$ cat config.mk
export PLATFORM = sky130hd
export DESIGN_NAME = balance_cascade_pid_step
export DESIGN_NICKNAME = d
export VERILOG_FILES = /design/src/rtl/bcp_pkg.sv /design/src/rtl/bcp_serial_mul.sv /design/src/rtl/balance_cascade_pid_step.sv
export SDC_FILE = /design/constraint.sdc
export NUM_CORES = 2
export LEC_CHECK = 0
export BUFFER_PORTS_ARGS = -buffer_cell sky130_fd_sc_hd__clkbuf_2
export CAP_MARGIN = 20
export CORE_ASPECT_RATIO = 0.9
export CORE_UTILIZATION = 50
export DETAILED_ROUTE_END_ITERATION = 10
export PLACE_DENSITY = 0.68
export SYNTH_ARGS = -nofsm -noshare
export SYNTH_HDL_FRONTEND = slang
export SYNTH_SLANG_ARGS = --single-unit
$ cat constraint.sdc
create_clock -name clk -period 10.1 [get_ports clk]
set_input_delay 2.02 -clock clk [delete_from_list [all_inputs] [get_ports clk]]
set_output_delay 2.02 -clock clk [all_outputs]
set_load 0.02 [all_outputs]
$ cat src/rtl/bcp_pkg.sv
// Shared types, constants and a 32-bit saturation helper for the cascaded balance controller.
package bcp_pkg;

    localparam int unsigned CFG_IDX_W = 3;

    typedef enum logic [CFG_IDX_W-1:0] {
        REG_BAL_P   = 3'd0,
        REG_BAL_D   = 3'd1,
        REG_SPD_P   = 3'd2,
        REG_SPD_I   = 3'd3,
        REG_STR_P   = 3'd4,
        REG_STR_D   = 3'd5,
        REG_TRIM    = 3'd6,
        REG_UNUSED  = 3'd7
    } cfg_idx_t;

    localparam int unsigned FILT_W = 20;
    localparam int unsigned INTEG_W = 16;

    function automatic logic signed [31:0] sat32(input logic signed [63:0] v);
        logic signed [31:0] r;
        begin
            if (v > 64'sd2147483647)
                r = 32'sh7fffffff;
            else if (v < -64'sd2147483648)
                r = 32'sh80000000;
            else
                r = v[31:0];
            return r;
        end
    endfunction

endpackage

$ cat src/rtl/bcp_serial_mul.sv
// Shift-and-add signed multiplier, one multiplier bit per cycle.
module bcp_serial_mul
    import bcp_pkg::*;
#(
    parameter int unsigned A_W = 48,
    parameter int unsigned B_W = 16
)
(
    input  logic                       clk,
    input  logic                       rst_n,
    input  logic                       start,
    input  logic signed [A_W-1:0]      a,
    input  logic signed [B_W-1:0]      b,
    output logic                       done,
    output logic signed [A_W+B_W-1:0]  product
);
    localparam int unsigned P_W = A_W + B_W;
    localparam int unsigned CNT_W = $clog2(B_W + 1);

    logic [CNT_W-1:0]        cnt_reg, cnt_next;
    logic                    busy_reg, busy_next;
    logic                    done_reg, done_next;
    logic signed [P_W-1:0]   acc_reg, acc_next;
    logic signed [P_W-1:0]   mcand_reg, mcand_next;
    logic [B_W-1:0]          mplier_reg, mplier_next;

    always_comb
    begin
        cnt_next    = cnt_reg;
        busy_next   = busy_reg;
        done_next   = 1'b0;
        acc_next    = acc_reg;
        mcand_next  = mcand_reg;
        mplier_next = mplier_reg;
        if (start)
        begin
            busy_next   = 1'b1;
            cnt_next    = '0;
            acc_next    = '0;
            mcand_next  = P_W'(a);
            mplier_next = b;
        end
        else if (busy_reg)
        begin
            // top bit of b carries negative weight
            if (mplier_reg[0])
            begin
                if (cnt_reg == CNT_W'(B_W - 1))
                    acc_next = acc_reg - mcand_reg;
                else
                    acc_next = acc_reg + mcand_reg;
            end
            mcand_next  = mcand_reg <<< 1;
            mplier_next = mplier_reg >> 1;
            cnt_next    = cnt_reg + 1'b1;
            if (cnt_reg == CNT_W'(B_W - 1))
            begin
                busy_next = 1'b0;
                done_next = 1'b1;
            end
        end
    end

    always_ff @(posedge clk or negedge rst_n)
    begin
        if (!rst_n)
        begin
            cnt_reg  <= '0;
            busy_reg <= 1'b0;
            done_reg <= 1'b0;
        end
        else
        begin
            cnt_reg  <= cnt_next;
            busy_reg <= busy_next;
            done_reg <= done_next;
        end
    end

    always_ff @(posedge clk)
    begin
        acc_reg    <= acc_next;
        mcand_reg  <= mcand_next;
        mplier_reg <= mplier_next;
    end

    assign done    = done_reg;
    assign product = acc_reg;
endmodule

$ cat src/rtl/balance_cascade_pid_step.sv
// Cascaded speed-PI / balance-PD / turn-PD step for a two-wheel balancer.
// Datapath: a bit-serial divide by ten, then six products through one
//   bit-serial multiplier, with sequencing states in between.
// One request is in flight at a time; the next request is accepted in
//   the cycle the result appears. Result register holds until taken.
// Reset (rst_n low, async): gains, trim, filter and integral state cleared.
module balance_cascade_pid_step
    import bcp_pkg::*;
#(
    parameter int signed INTEGRAL_LIMIT = 20000
)
(
    input  logic               clk,
    input  logic               rst_n,
    input  logic               cfg_valid,
    output logic               cfg_ready,
    input  logic [2:0]         cfg_index,
    input  logic [15:0]        cfg_data,
    input  logic               in_valid,
    output logic               in_ready,
    input  logic signed [15:0] left_count,
    input  logic signed [15:0] right_count,
    input  logic signed [15:0] tilt_angle,
    input  logic signed [15:0] tilt_rate,
    input  logic signed [15:0] yaw_rate,
    input  logic signed [15:0] speed_target,
    input  logic signed [15:0] turn_target,
    input  logic               stop_request,
    output logic               out_valid,
    input  logic               out_ready,
    output logic signed [31:0] left_drive,
    output logic signed [31:0] right_drive,
    output logic signed [31:0] speed_loop_out
);
    localparam int unsigned A_W = 48;
    localparam int unsigned P_W = A_W + 16;
    localparam int unsigned DIV_W = 24;

    typedef enum logic [3:0] {
        ST_IDLE, ST_DIV, ST_INTEG, ST_MUL_SP, ST_MUL_SI, ST_SPD,
        ST_MUL_BP, ST_MUL_BD, ST_MUL_TP, ST_MUL_TD, ST_FINISH
    } state_t;

    state_t state_reg;

    // configuration registers
    logic signed [15:0] bal_p_reg, bal_d_reg, spd_p_reg, spd_i_reg;
    logic signed [15:0] str_p_reg, str_d_reg, trim_reg;

    logic signed [FILT_W-1:0]  filt_reg;
    logic signed [INTEG_W-1:0] integ_reg;

    // latched request
    logic signed [15:0] tilt_reg, trate_reg, yrate_reg, ttarget_reg;
    logic               stop_reg;

    // divider: magnitude shift register, one quotient bit per cycle
    logic [DIV_W-1:0]   rem_reg, dvd_reg;
    logic               neg_reg;
    logic [4:0]         dcnt_reg;

    logic signed [P_W-1:0] acc_reg;
    logic signed [31:0]    spd_out_reg, vert_reg;

    logic                  res_valid_reg;
    logic signed [31:0]    left_reg, right_reg, speed_reg;

    // multiplier
    logic                  mul_start;
    logic signed [A_W-1:0] mul_a;
    logic signed [15:0]    mul_b;
    logic                  mul_done;
    logic signed [P_W-1:0] mul_p;

    bcp_serial_mul #(.A_W(A_W), .B_W(16)) u_mul (
        .clk     (clk),
        .rst_n   (rst_n),
        .start   (mul_start),
        .a       (mul_a),
        .b       (mul_b),
        .done    (mul_done),
        .product (mul_p)
    );

    assign cfg_ready = 1'b1;
    // the result register parts the two sides: compute the next request while
    // a result waits, and hold it in the last step until the register frees
    assign in_ready  = (state_reg == ST_IDLE);

    // combinational helpers
    logic signed [17:0] err;
    logic signed [23:0] num;
    logic [DIV_W-1:0]   rem_shift;
    logic signed [FILT_W-1:0] filt_new;
    logic signed [FILT_W:0] isum;
    logic signed [INTEG_W-1:0] integ_new;
    logic signed [INTEG_W-1:0] integ_upd;
    logic signed [P_W-1:0] sp_sum, sp_q, bal_sum, bal_q, t_sum, t_q;
    logic signed [P_W-1:0] lsum, rsum;
    logic signed [A_W-1:0] diff;

    always_comb
    begin
        err = 18'(left_count) + 18'(right_count) - 18'(speed_target);
        num = 24'(err) * 24'sd3 + 24'(filt_reg) * 24'sd7;
        rem_shift = {rem_reg[DIV_W-2:0], dvd_reg[DIV_W-1]};
        filt_new = neg_reg ? -FILT_W'(dvd_reg) : FILT_W'(dvd_reg);
        isum = (FILT_W+1)'(integ_reg) + (FILT_W+1)'(filt_reg);
        if (isum > (FILT_W+1)'(INTEGRAL_LIMIT))
            integ_new = INTEG_W'(INTEGRAL_LIMIT);
        else if (isum < -(FILT_W+1)'(INTEGRAL_LIMIT))
            integ_new = -INTEG_W'(INTEGRAL_LIMIT);
        else
            integ_new = isum[INTEG_W-1:0];
        // stop drops the integral after the clamp
        integ_upd = stop_reg ? '0 : integ_new;
        sp_sum = acc_reg + mul_p;
        // truncate toward zero: bias negatives before shifting
        sp_q  = (sp_sum + (sp_sum < 0 ? P_W'(255) : P_W'(0))) >>> 8;
        bal_sum = acc_reg + (mul_p <<< 7);
        bal_q = (bal_sum + (bal_sum < 0 ? P_W'(32767) : P_W'(0))) >>> 15;
        t_sum = acc_reg + mul_p;
        t_q   = (t_sum + (t_sum < 0 ? P_W'(255) : P_W'(0))) >>> 8;
        diff  = (A_W'(spd_out_reg) <<< 7) + A_W'(trim_reg) - A_W'(tilt_reg);
        lsum  = P_W'(vert_reg) - t_q;
        rsum  = P_W'(vert_reg) + t_q;
    end

    always_comb
    begin
        mul_start = 1'b0;
        mul_a = '0;
        mul_b = '0;
        case (state_reg)
            ST_INTEG:  begin mul_start = 1'b1; mul_a = A_W'(filt_new); mul_b = spd_p_reg; end
            ST_MUL_SP: begin mul_start = mul_done; mul_a = A_W'(integ_upd);
                             mul_b = spd_i_reg; end
            ST_SPD:    begin mul_start = 1'b1; mul_a = diff; mul_b = bal_p_reg; end
            ST_MUL_BP: begin mul_start = mul_done; mul_a = A_W'(trate_reg);
                             mul_b = bal_d_reg; end
            ST_MUL_BD: begin mul_start = mul_done; mul_a = A_W'(ttarget_reg);
                             mul_b = str_p_reg; end
            ST_MUL_TP: begin mul_start = mul_done; mul_a = A_W'(yrate_reg);
                             mul_b = str_d_reg; end
            default:   ;
        endcase
    end

    always_ff @(posedge clk or negedge rst_n)
    begin
        if (!rst_n)
        begin
            state_reg <= ST_IDLE;
            bal_p_reg <= '0; bal_d_reg <= '0; spd_p_reg <= '0; spd_i_reg <= '0;
            str_p_reg <= '0; str_d_reg <= '0; trim_reg <= '0;
            filt_reg  <= '0;
            integ_reg <= '0;
            res_valid_reg <= 1'b0;
        end
        else
        begin
            if (cfg_valid && cfg_ready)
            begin
                unique case (cfg_idx_t'(cfg_index))
                    REG_BAL_P:  bal_p_reg <= cfg_data;
                    REG_BAL_D:  bal_d_reg <= cfg_data;
                    REG_SPD_P:  spd_p_reg <= cfg_data;
                    REG_SPD_I:  spd_i_reg <= cfg_data;
                    REG_STR_P:  str_p_reg <= cfg_data;
                    REG_STR_D:  str_d_reg <= cfg_data;
                    REG_TRIM:   trim_reg  <= cfg_data;
                    REG_UNUSED: ;
                endcase
            end
            if (out_valid && out_ready)
                res_valid_reg <= 1'b0;
            unique case (state_reg)
                ST_IDLE:
                begin
                    if (in_valid && in_ready)
                    begin
                        tilt_reg <= tilt_angle; trate_reg <= tilt_rate;
                        yrate_reg <= yaw_rate; ttarget_reg <= turn_target;
                        stop_reg <= stop_request;
                        neg_reg  <= num[23];
                        dvd_reg  <= num[23] ? DIV_W'(-num) : DIV_W'(num);
                        rem_reg  <= '0;
                        dcnt_reg <= '0;
                        state_reg <= ST_DIV;
                    end
                end
                ST_DIV:
                begin
                    // restoring divide by ten, one quotient bit per cycle
                    if (rem_shift >= DIV_W'(10))
                    begin
                        rem_reg <= rem_shift - DIV_W'(10);
                        dvd_reg <= {dvd_reg[DIV_W-2:0], 1'b1};
                    end
                    else
                    begin
                        rem_reg <= rem_shift;
                        dvd_reg <= {dvd_reg[DIV_W-2:0], 1'b0};
                    end
                    dcnt_reg <= dcnt_reg + 1'b1;
                    if (dcnt_reg == 5'(DIV_W - 1))
                        state_reg <= ST_INTEG;
                end
                ST_INTEG:
                begin
                    filt_reg <= filt_new;
                    state_reg <= ST_MUL_SP;
                end
                ST_MUL_SP:
                begin
                    if (mul_done)
                    begin
                        acc_reg <= mul_p;
                        integ_reg <= integ_upd;
                        state_reg <= ST_MUL_SI;
                    end
                end
                ST_MUL_SI:
                begin
                    if (mul_done)
                    begin
                        spd_out_reg <= sat32(sp_q);
                        state_reg <= ST_SPD;
                    end
                end
                ST_SPD:
                    state_reg <= ST_MUL_BP;
                ST_MUL_BP:
                begin
                    if (mul_done)
                    begin
                        acc_reg <= mul_p;
                        state_reg <= ST_MUL_BD;
                    end
                end
                ST_MUL_BD:
                begin
                    if (mul_done)
                    begin
                        vert_reg <= sat32(bal_q);
                        state_reg <= ST_MUL_TP;
                    end
                end
                ST_MUL_TP:
                begin
                    if (mul_done)
                    begin
                        acc_reg <= mul_p;
                        state_reg <= ST_MUL_TD;
                    end
                end
                ST_MUL_TD:
                begin
                    if (mul_done)
                        state_reg <= ST_FINISH;
                end
                ST_FINISH:
                begin
                    if (!res_valid_reg)
                    begin
                        left_reg  <= sat32(lsum);
                        right_reg <= sat32(rsum);
                        speed_reg <= spd_out_reg;
                        res_valid_reg <= 1'b1;
                        state_reg <= ST_IDLE;
                    end
                end
                default: state_reg <= ST_IDLE;
            endcase
        end
    end

    assign out_valid      = res_valid_reg;
    assign left_drive     = left_reg;
    assign right_drive    = right_reg;
    assign speed_loop_out = speed_reg;

`ifndef ASSERT_OFF
    // accept only when idle
    a_accept_idle: assert property (@(posedge clk) disable iff (!rst_n)
        (in_valid && in_ready) |-> (state_reg == ST_IDLE)) else $error("accept busy");
    // integral stays within limits
    a_integ_lim: assert property (@(posedge clk) disable iff (!rst_n)
        (integ_reg <= INTEG_W'(INTEGRAL_LIMIT)) && (integ_reg >= -INTEG_W'(INTEGRAL_LIMIT)))
        else $error("integral out of range");
    // stop clears integral
    a_stop: assert property (@(posedge clk) disable iff (!rst_n)
        (state_reg == ST_MUL_SP && mul_done && stop_reg) |=> (integ_reg == '0))
        else $error("stop not honored");
`endif
endmodule

==> impl_metrics.json <==
{
  "outcome": "finished, final reports clean",
  "worst_pin_slew_ns": 1.04,
  "synth.distinct_cells": 106,
  "slew_viol_final": 0,
  "seq_area_frac_synth": 0.336,
  "via_per_inst": 5.89,
  "cts_tree": "built",
  "grt_max_degree": 81,
  "cp_slowest_cell": "or4b_2",
  "synth_top_area_share": 0.237,
  "grt-ovfl-total": 0,
  "fin_util": 0.561,
  "ys_top_cells_by_count": "a21oi_1 (513), ha_1 (480), nor2_1 (461)",
  "die_area_um2": 108000,
  "synth-edff-count": 422,
  "yosysWarnings": 0,
  "grt_pass1_vias": 42200,
  "post-route-period-util": 0.962,
  "grt_pass1_wl_mm": 233,
  "layout.nets": 6824,
  "netlist_area_um2": 53500,
  "yosys-top-cells-area": "edfxtp_1 (24%), ha_1 (11%), dfrtp_1 (7.5%)",
  "fin_skew_ns": 0.0405,
  "drc": 0,
  "start_util": 0.506,
  "avgSynthCellArea_um2": 9.12,
  "path_class": "register to register",
  "critPathMostFrequentCell": "nand4_1",
  "min_period_ns": 9.71,
  "ant_nets": 0,
  "holdWs_ns": 0.498,
  "synth_most_common_cell": "a21oi_1",
  "crit_arrival_ns": 10.10,
  "cts_buffer_depth": 3,
  "cts_buffers": 73,
  "critical_path.endpoint_type": "register",
  "relSlewSlack": 0.302,
  "cts_htree_levels": 3,
  "crit_path_start_kind": "register",
  "synthCells": 5870,
  "grt_usage": 0.270,
  "io_pins": 236,
  "cp_top_family": "simple AND/OR/NAND/NOR gates",
  "drt_wl_total_mm": 149,
  "powerDensity_nw_per_um2": 137,
  "core-area_um2": 106000,
  "wl_per_cell_um": 19.8,
  "timing.fmax_mhz": 103,
  "vias": 44400,
  "die_h_um": 312,
  "drv_cap": 0,
  "ir_drop_uv": 186,
  "clock-sinks": 646,
  "dp_hpwl_mm": 117,
  "area_growth_pct": 10.8,
  "finalSetupViolations": 0,
  "place.gp.congestion": 0.928,
  "synthArstFlopShare": 0.248,
  "port_buffers": 234,
  "die_w_um": 347,
  "final_layout_size_suffix_gt1_frac": 0.112,
  "synth_largest_area_cell": "edfxtp_1",
  "power.leakage_nw": 26.2,
  "drt_iter0_markers": 3711,
  "rows": 113,
  "hold_viol_final": 0,
  "ctsHoldBuffers": 0,
  "antenna_found_initial": 7,
  "synth_ff_type": "edfxtp_1",
  "worstPathMaxFanout": 31,
  "root_buffer": "clkbuf_16",
  "clkTransAtPathRegs_ns": 0.06,
  "ys_ff_latch": 646,
  "min_path_type": "register to register",
  "pre_cts_ws_ns": 0.169,
  "critPathRequiredTime_ns": 10.48,
  "drtPass1Iterations": 5,
  "postLayoutSetupSlackWorst_ns": 0.387,
  "cp.buffers_inverters": 2,
  "synth_nets": 6601,
  "slowest_delay_ns": 0.68,
  "clk_latency_ns": 0.68
}
[metrics by stage]
step                power (mW)  area [um2]  cells  setup TNS [ns]
floorplan                 4.89       53500   5870               0
global placement          5.28       56600   7395               0
detailed placement        5.37       56600   7396               0
CTS                       8.15       59200   7530               0
global route              8.55       59300   7532          -0.472
finish                    8.11       59300   7536               0
[power breakdown]
part | switching (mW) | total, mW | leakage (nW) | internal, mW
Sequential | 0.0520 | 3.06 | 6.54 | 3.01
Combinational | 1.25 | 2.27 | 18.5 | 1.02
Clock | 1.19 | 2.78 | 1.22 | 1.59
[layer usage]
metal,global-route usage,vias up,routed length (um)
met5,0,-,54
li1,-,21700,-
met2,0.419,1415,64600
met1,0.377,21000,68700
met4,0.0959,8,5160
met3,0.0508,242,10700
[repair_timing]
item / 4_1_cts / 5_1_grt
resized for setup: 0 / 21
setup endpoints to repair: 0 / 62
buffers inserted: 0 / 0
[worst register-to-register path, delay by kind of cell, from the launching register on]
family / cells / cell delay, ns
AND/OR/NAND/NOR: 18 / 4.89
flip-flops: 1 / 0.42
adder cells (fa/ha/maj): 2 / 0.96
XOR/XNOR: 2 / 0.47
AO/OA/AOI/OAI: 9 / 2.43
buffers and inverters: 2 / 0.27
[placed cells by master (no fill, tap or decap), types with 114 or more instances in the layout]
cell	Yosys	layout
inv_1	455	454
xnor2_1	399	397
fa_1	114	114
clkbuf_2	1	233
a21o_1	158	157
ha_1	480	476
mux2_2	117	117
nand2_1	448	445
nor3_1	126	119
nor2_1	461	455
xor2_1	136	135
a21oi_1	513	513
o21ai_0	346	343
edfxtp_1	422	422
dfrtp_1	160	160
[final timing paths]
kind	from	slack, ns	end	cells past startpoint
min in group asynchronous	rst_n	1.29	integ_reg[14]$_DFFE_PN0P_	1
max in group asynchronous	rst_n	6.91	str_d_reg[10]$_DFFE_PN0P_	3
setup reg to reg	acc_reg[12]$_DFFE_PP_	0.39	right_drive[3]$_SDFFCE_PN1P_	33
hold / removal	integ_reg[7]$_DFFE_PN0P_	0.50	integ_reg[7]$_DFFE_PN0P_	2
hold reg to reg	integ_reg[7]$_DFFE_PN0P_	0.50	integ_reg[7]$_DFFE_PN0P_	2
setup / recovery	acc_reg[12]$_DFFE_PP_	0.39	right_drive[3]$_SDFFCE_PN1P_	33
[logic make-up after synthesis]
| logic type | after synthesis | synth area share |
|---|---|---|
| AOI/OAI and AO/OA | 1657 | 0.197 |
| xor gates and xnor gates | 535 | 0.0876 |
| adders and majority gates | 594 | 0.155 |
| buffers and inverters | 646 | 0.0462 |
| DFF | 646 | 0.336 |
| muxes | 128 | 0.0267 |
| other | 1 | 0.0000701 |
| and+or+nand+nor | 1663 | 0.152 |
[layout make-up]
cell class	instances	area, um2
antenna	4	10.0
timing repair buffer	337	2040
multi-input combinational	4578	33400
clock inverter	38	495
sequential	646	18000
inverter	457	1720
clock buffer	96	2010
tap	1380	1730
fill	9535	46400
Power figures use the tool's default switching activity.
